### config.mk
export PLATFORM = sky130hd
export DESIGN_NAME = ipd_frame_parser_flat
export DESIGN_NICKNAME = d
export VERILOG_FILES = /design/src/rtl/ipdp_pkg.sv /design/src/rtl/ipdp_if.sv /design/src/rtl/ipdp_deframe.sv /design/src/rtl/ipd_frame_parser.sv /design/src/flat_wrapper.sv
export SDC_FILE = /design/constraint.sdc
export NUM_CORES = 1
export LEC_CHECK = 0
export ABC_CLOCK_PERIOD_IN_PS = 9650
export BUFFER_PORTS_ARGS = -buffer_cell sky130_fd_sc_hd__buf_2
export CORE_MARGIN = 4
export CORE_UTILIZATION = 55
export CTS_CLUSTER_DIAMETER = 100
export DETAILED_ROUTE_END_ITERATION = 10
export HOLD_SLACK_MARGIN = 0.03
export PLACE_DENSITY_LB_ADDON = 0.2
export SETUP_SLACK_MARGIN = 0.05
export SKIP_LAST_GASP = 1
export SYNTH_ARGS = -nofsm -noshare
export SYNTH_HDL_FRONTEND = slang
export SYNTH_HIERARCHICAL = 1
export SYNTH_SLANG_ARGS = --single-unit
### constraint.sdc
create_clock -name clk_i -period 9.65 [get_ports clk_i]
set_input_delay 1.4475 -clock clk_i [delete_from_list [all_inputs] [get_ports clk_i]]
set_output_delay 1.4475 -clock clk_i [all_outputs]
set_load 0.01 [all_outputs]
### src/rtl/ipdp_pkg.sv
// Package for the +IPD receive frame parser.
// Character codes, header step codes and the result and status types.
// No dependencies.
`timescale 1ns / 1ps
`default_nettype none

package ipdp_pkg;

  typedef logic [7:0] byte_t;
  typedef logic [3:0] step_t;

  // Characters of the '+IPD,<id>,<len>:' header
  localparam byte_t CH_PLUS  = 8'h2B;
  localparam byte_t CH_I     = 8'h49;
  localparam byte_t CH_P     = 8'h50;
  localparam byte_t CH_D     = 8'h44;
  localparam byte_t CH_COMMA = 8'h2C;
  localparam byte_t CH_COLON = 8'h3A;
  localparam byte_t CH_ZERO  = 8'h30;

  // Header step codes
  localparam step_t STEP_IDLE    = 4'd0;
  localparam step_t STEP_FIRST   = 4'd1;
  localparam step_t STEP_ID      = 4'd5;
  localparam step_t STEP_LEN     = 4'd7;
  localparam step_t STEP_PAYLOAD = 4'd9;

  // One parsed payload word plus its emit flag
  typedef struct packed {
    logic  emit;
    byte_t payload_byte;
    byte_t link_id;
    byte_t frame_length;
    byte_t byte_index;
    logic  last;
  } ipdp_res_t;

  // Parser status seen by the top level
  typedef struct packed {
    step_t step;
    byte_t count;
  } ipdp_stat_t;

endpackage

`default_nettype wire

### src/rtl/ipdp_if.sv
// Valid/ready channel interfaces of the +IPD frame parser.
// Depends on ipdp_pkg for the field types.
`timescale 1ns / 1ps
`default_nettype none

// Received byte channel
interface ipdp_rx_if;
  logic            valid;
  logic            ready;
  ipdp_pkg::byte_t rx_byte;

  modport source (output valid, output rx_byte, input ready);
  modport sink   (input valid, input rx_byte, output ready);
endinterface

// Payload result channel
interface ipdp_res_if;
  logic            valid;
  logic            ready;
  ipdp_pkg::byte_t payload_byte;
  ipdp_pkg::byte_t link_id;
  ipdp_pkg::byte_t frame_length;
  ipdp_pkg::byte_t byte_index;
  logic            last;

  modport source (output valid, output payload_byte, output link_id, output frame_length,
                  output byte_index, output last, input ready);
  modport sink   (input valid, input payload_byte, input link_id, input frame_length,
                  input byte_index, input last, output ready);
endinterface

`default_nettype wire

### src/rtl/ipdp_deframe.sv
// Header step machine and payload counter of the +IPD frame parser.
// Consumes one byte when fire_i is high; depends on ipdp_pkg.
`timescale 1ns / 1ps
`default_nettype none

module ipdp_deframe (
  input  wire logic             clk_i,
  input  wire logic             rst_ni,
  input  wire logic             fire_i,
  input  wire ipdp_pkg::byte_t  byte_i,
  output ipdp_pkg::ipdp_res_t   res_o,
  output ipdp_pkg::ipdp_stat_t  stat_o
);
  import ipdp_pkg::*;

  step_t step_q, step_d;
  byte_t id_q, id_d;
  byte_t len_q, len_d;
  byte_t cnt_q, cnt_d;
  byte_t cnt_inc;

  assign cnt_inc = byte_t'(cnt_q + 8'd1);

  // Next state and result for the byte on offer
  always_comb begin
    step_d = step_q;
    id_d   = id_q;
    len_d  = len_q;
    cnt_d  = cnt_q;

    res_o.emit         = 1'b0;
    res_o.payload_byte = byte_i;
    res_o.link_id      = id_q;
    res_o.frame_length = len_q;
    res_o.byte_index   = cnt_q;
    res_o.last         = (cnt_inc == len_q);

    if (fire_i) begin
      if (byte_i == CH_PLUS) begin
        // a plus always restarts the header, even mid-payload
        step_d = STEP_FIRST;
      end else if (step_q >= STEP_FIRST && step_q < STEP_PAYLOAD) begin
        if (byte_i inside {CH_I, CH_P, CH_D, CH_COMMA}) begin
          step_d = step_t'(step_q + 4'd1);
        end else if (step_q == STEP_ID) begin
          id_d   = byte_t'(byte_i - CH_ZERO);
          step_d = step_t'(step_q + 4'd1);
        end else if (step_q == STEP_LEN) begin
          len_d  = byte_t'(byte_i - CH_ZERO);
          step_d = step_t'(step_q + 4'd1);
        end else if (byte_i == CH_COLON) begin
          step_d = step_t'(step_q + 4'd1);
          cnt_d  = '0;
        end
      end else if (step_q == STEP_PAYLOAD) begin
        res_o.emit = 1'b1;
        cnt_d      = cnt_inc;
        if (res_o.last) begin
          step_d = STEP_IDLE;
          cnt_d  = '0;
        end
      end
    end
  end

  // State registers
  always_ff @(posedge clk_i or negedge rst_ni) begin
    if (!rst_ni) begin
      step_q <= STEP_IDLE;
      id_q   <= '0;
      len_q  <= '0;
      cnt_q  <= '0;
    end else begin
      step_q <= step_d;
      id_q   <= id_d;
      len_q  <= len_d;
      cnt_q  <= cnt_d;
    end
  end

  assign stat_o = '{step: step_q, count: cnt_q};

endmodule

`default_nettype wire

### src/rtl/ipd_frame_parser.sv
// Top level of the +IPD receive frame parser.
// Depends on ipdp_pkg, ipdp_if and ipdp_deframe.
`timescale 1ns / 1ps
`default_nettype none

// Takes received bytes on rx_i and deframes '+IPD,<id>,<len>:<payload>'
// notifications, streaming each payload byte on res_o with the link id,
// declared length, its index from 0 and a last flag. Header bytes produce
// no word. One byte is accepted every cycle, sustained, while res_o is
// ready. A payload word reaches res_o by way of the input register, which
// holds its byte, and then the result register, which takes the word when
// the byte advances. While a result waits untaken, one more byte is held
// in the input register and then the input stalls, header bytes included,
// until the result is taken.
// A '+' restarts the header at any point, dropping a partial frame without
// a last word. A length of 0 wraps the 8-bit count, ending after 256 bytes.
module ipd_frame_parser (
  input  wire logic  clk_i,
  input  wire logic  rst_ni,
  ipdp_rx_if.sink    rx_i,
  ipdp_res_if.source res_o
);
  import ipdp_pkg::*;

  logic       in_valid_q;
  byte_t      in_byte_q;
  logic       out_valid_q;
  logic       advance;
  ipdp_res_t  res;
  ipdp_stat_t stat;

  // Input register moves on when the result register is free or draining
  assign advance    = in_valid_q && (!out_valid_q || res_o.ready);
  assign rx_i.ready = !in_valid_q || advance;

  always_ff @(posedge clk_i or negedge rst_ni) begin
    if (!rst_ni) begin
      in_valid_q <= 1'b0;
    end else if (rx_i.valid && rx_i.ready) begin
      in_valid_q <= 1'b1;
    end else if (advance) begin
      in_valid_q <= 1'b0;
    end
  end

  always_ff @(posedge clk_i) begin
    if (rx_i.valid && rx_i.ready) begin
      in_byte_q <= rx_i.rx_byte;
    end
  end

  ipdp_deframe u_deframe (
    .clk_i  (clk_i),
    .rst_ni (rst_ni),
    .fire_i (advance),
    .byte_i (in_byte_q),
    .res_o  (res),
    .stat_o (stat)
  );

  // Result register
  always_ff @(posedge clk_i or negedge rst_ni) begin
    if (!rst_ni) begin
      out_valid_q <= 1'b0;
    end else if (advance) begin
      out_valid_q <= res.emit;
    end else if (res_o.ready) begin
      out_valid_q <= 1'b0;
    end
  end

  always_ff @(posedge clk_i) begin
    if (advance && res.emit) begin
      res_o.payload_byte <= res.payload_byte;
      res_o.link_id      <= res.link_id;
      res_o.frame_length <= res.frame_length;
      res_o.byte_index   <= res.byte_index;
      res_o.last         <= res.last;
    end
  end

  assign res_o.valid = out_valid_q;

  // Checks
  a_last_matches_len: assert property (@(posedge clk_i) disable iff (!rst_ni)
    out_valid_q && res_o.last |-> byte_t'(res_o.byte_index + 8'd1) == res_o.frame_length)
    else $error("last word index does not match frame length");

  a_plus_restarts: assert property (@(posedge clk_i) disable iff (!rst_ni)
    advance && in_byte_q == CH_PLUS |=> stat.step == STEP_FIRST)
    else $error("plus did not restart the header");

  a_step_range: assert property (@(posedge clk_i) disable iff (!rst_ni)
    stat.step <= STEP_PAYLOAD)
    else $error("header step beyond payload");

  a_stall_cause: assert property (@(posedge clk_i) disable iff (!rst_ni)
    !rx_i.ready |-> in_valid_q && out_valid_q && !res_o.ready)
    else $error("input stalled without a blocked result");

endmodule

`default_nettype wire

### src/flat_wrapper.sv
// flat-port wrapper written by rule: the top's interface ports become plain ports
module ipd_frame_parser_flat import ipdp_pkg::*;
  (clk_i, rst_ni, rx_i_valid, rx_i_rx_byte, rx_i_ready, res_o_valid, res_o_payload_byte, res_o_link_id, res_o_frame_length, res_o_byte_index, res_o_last, res_o_ready);
  ipdp_rx_if rx_i_i ();
  ipdp_res_if res_o_i ();
  input  wire logic clk_i;
  input  wire logic rst_ni;
  input wire logic [$bits(rx_i_i.valid)-1:0] rx_i_valid;
  input wire logic [$bits(rx_i_i.rx_byte)-1:0] rx_i_rx_byte;
  output wire logic [$bits(rx_i_i.ready)-1:0] rx_i_ready;
  output wire logic [$bits(res_o_i.valid)-1:0] res_o_valid;
  output wire logic [$bits(res_o_i.payload_byte)-1:0] res_o_payload_byte;
  output wire logic [$bits(res_o_i.link_id)-1:0] res_o_link_id;
  output wire logic [$bits(res_o_i.frame_length)-1:0] res_o_frame_length;
  output wire logic [$bits(res_o_i.byte_index)-1:0] res_o_byte_index;
  output wire logic [$bits(res_o_i.last)-1:0] res_o_last;
  input wire logic [$bits(res_o_i.ready)-1:0] res_o_ready;
  assign rx_i_i.valid = rx_i_valid;
  assign rx_i_i.rx_byte = rx_i_rx_byte;
  assign rx_i_ready = rx_i_i.ready;
  assign res_o_valid = res_o_i.valid;
  assign res_o_payload_byte = res_o_i.payload_byte;
  assign res_o_link_id = res_o_i.link_id;
  assign res_o_frame_length = res_o_i.frame_length;
  assign res_o_byte_index = res_o_i.byte_index;
  assign res_o_last = res_o_i.last;
  assign res_o_i.ready = res_o_ready;
  ipd_frame_parser u_core (.clk_i(clk_i), .rst_ni(rst_ni), .rx_i(rx_i_i), .res_o(res_o_i));
endmodule
==> flow_metrics.py <==
metrics = {
    "critical_path": {
        "startpoint_type": "input port",
        "r2r-start": "u_core/u_deframe/step_q[0]",
        "path_common_cell": "buf_2",
        "crit_chain": "buf_2 -> nand3b_4 -> buf_2",
        "cp_data_required_time_ns": 8.20,
        "cp.arrival_ns": 1.85,
        "path_class": "input port to primary output",
        "r2r-end": "u_core/u_deframe/cnt_q[2]",
        "r2r_setup_slack_ns": 6.76,
        "cpMaxStageDelayCell": "nand3b_4",
        "crit_fanout": 3,
        "critPathTopFamily": "buffers and inverters",
        "crit_buf_inv": 2,
        "worstRegToRegCells": 7,
        "slowest_delay_ns": 0.15,
        "end_kind": "primary output",
        "cp-startpoint": "res_o_ready",
    },
    "clock_tree": {
        "cts.htree.levels": 3,
        "root_buffer": "clkbuf_8",
        "hold_buffers": 0,
        "post-cts-setup-buffer-count": 0,
        "cts_made_buffers": 9,
        "cts_resized": 0,
        "clockBufferDepth": 2,
        "cts.sinks": 71,
        "cts_tree": "yes",
        "clk_pin_slew_ns": 0.08,
        "clk_latency_ns": 0.35,
    },
    "synth": {
        "syn_area_per_cell_um2": 13.6,
        "syn-num-nets": 261,
        "netlist_area_um2": 3270,
        "ys_warn_count": 6,
        "syn_inst": 241,
    },
    "layout": {
        "final_nets": 306,
        "diodes": 0,
        "drive_gt1_frac": 0.265,
        "seq_area_um2": 1980,
        "multi_input_area_um2": 1160,
        "n_fill_cell": 403,
        "area_growth_pct": 13.6,
        "final_core_util": 0.658,
        "stdcell_area_um2": 3710,
    },
    "power": {
        "irDropWorstVdd_mv": 0.108,
        "p_leak_nw": 1.69,
        "powerDensity_nw_per_um2": 174,
        "p_total_mw": 0.646,
    },
    "sta": {
        "setup_tns_ns": 0,
        "tightest_slew_ns": 0.738,
        "layout_setup_ws_ns": 6.36,
        "period_share": 0.341,
        "fin_crit_ns": 3.29,
        "fin_worst_skew_ns": 0.0135,
        "fmax_mhz": 304,
        "setup_viol": 0,
        "rsz0062_at_grt": "no",
        "hold_violations": 0,
        "slew_headroom": 0.508,
        "finalMaxSlewViolations": 0,
    },
    "flow_run": {
        "drv_cap": 0,
    },
    "die": {
        "die_x_um": 85.1,
        "start_util": 0.579,
        "coreArea_um2": 5640,
        "design.portCount": 47,
        "dieArea_um2": 7230,
        "die_y_um": 85.1,
        "std_cell_rows": 27,
    },
    "worst_hold_path": {
        "holdPathStages": 0,
        "min_to": "u_core/res_o.link_id[1]",
        "min_from": "u_core/u_deframe/id_q[1]",
        "hold_path_class": "flop to flop",
    },
    "placement": {
        "dp_slack_ns": 6.32,
        "gp_congestion": 0.886,
        "placed_area_um2": 3500,
        "hpwl_mm": 4.10,
        "io_buffers": 46,
    },
    "grt": {
        "grt_max_degree": 34,
        "grt_use_total": 0.173,
        "grt_pass1_wl_mm": 9.60,
        "first_global_vias": 1941,
        "overflow": 0,
        "antenna_found_initial": 0,
    },
    "route": {
        "routedWlPerCell_um": 16.1,
        "num_vias": 2034,
        "detail-route-antenna-nets": 0,
        "drc": 0,
        "drt_iter0_drc": 167,
        "dr.pass1.iters": 5,
        "via_per_inst": 5.60,
        "wl_mm": 5.83,
    },
    "run_status": {
        "outcome": "finished clean",
    },
}
metal layers:
layer | vias to the layer above | wire [um] | global-route usage | part of all wire
met3 | 8 | 361 | 0.0476 | 0.062
li1 | 974 | - | - | -
met5 | - | 0 | 0 | 0
met2 | 72 | 2720 | 0.266 | 0.47
met4 | 0 | 94 | 0.0820 | 0.016
met1 | 980 | 2650 | 0.228 | 0.46
flip-flops by register name (all words and copies together), names as in the netlist:
signal,count
u_core/in_valid_q,1
u_core/u_deframe/len_q,8
u_core/u_deframe/id_q,8
u_core/res_o.byte_index,8
u_core/u_deframe/cnt_q,8
u_core/res_o.payload_byte,8
u_core/res_o.link_id,8
u_core/u_deframe/step_q,4
u_core/res_o.last,1
u_core/res_o.frame_length,8
u_core/res_o.valid,1
u_core/in_byte_q,8
through the flow:
step / hold WS [ns] / instances
after floorplan: 0.418 / 241
after global placement: 0.427 / 347
after detailed placement: 0.433 / 347
after CTS: 0.454 / 363
after global routing: 0.469 / 363
final: 0.451 / 363
cells in the final DEF (no fill, tap or decap), types with 2 or more instances in the layout:
| cell type | instances |
|---|---|
| buf_2 | 46 |
| edfxtp_1 | 41 |
| dfrtp_1 | 30 |
| nor2_1 | 14 |
| mux2_1 | 12 |
| nand2_1 | 11 |
| clkbuf_8 | 10 |
| nand3_1 | 9 |
| xnor2_1 | 8 |
| ha_1 | 8 |
| nand2b_1 | 7 |
| inv_1 | 6 |
| nor2b_1 | 5 |
| a21oi_1 | 5 |
| a221o_1 | 5 |
| or3_1 | 4 |
| o21ai_1 | 4 |
| clkinv_4 | 3 |
| and2_1 | 3 |
| xor2_1 | 3 |
| nand4_1 | 3 |
| mux2_2 | 3 |
| buf_4 | 2 |
| or4b_1 | 2 |
| and3_1 | 2 |
| a21o_1 | 2 |
| o21ai_0 | 2 |
| a22o_1 | 2 |
| nand3b_1 | 2 |
| nor4bb_1 | 2 |
| mux2i_1 | 2 |
| nor3b_1 | 2 |
| a211oi_1 | 2 |
area by class of cell:
type                       count  share of cell area
sequential                    71               0.534
inverter                       6             0.00607
timing repair buffer          48              0.0661
clock inverter                 5              0.0175
clock buffer                  11              0.0381
multi-input combinational    150               0.314
tap                           72              0.0243
where the power goes:
group          internal, mW  switching [mW]  leakage [nW]
Combinational        0.0252          0.0334         0.757
Sequential            0.332          0.0147         0.830
Clock                 0.129           0.112         0.104
worst max-delay path by stage:
stage | to | cells after the start
final | rx_i_ready | 3
after global routing | rx_i_ready | 3
after CTS | rx_i_ready | 3
after detailed placement | u_core/res_o.frame_length[3] | 9
after global placement | rx_i_ready | 3
after floorplan | u_core/res_o.byte_index[0] | 7
Note: power is estimated with default switching activity, not from simulation.
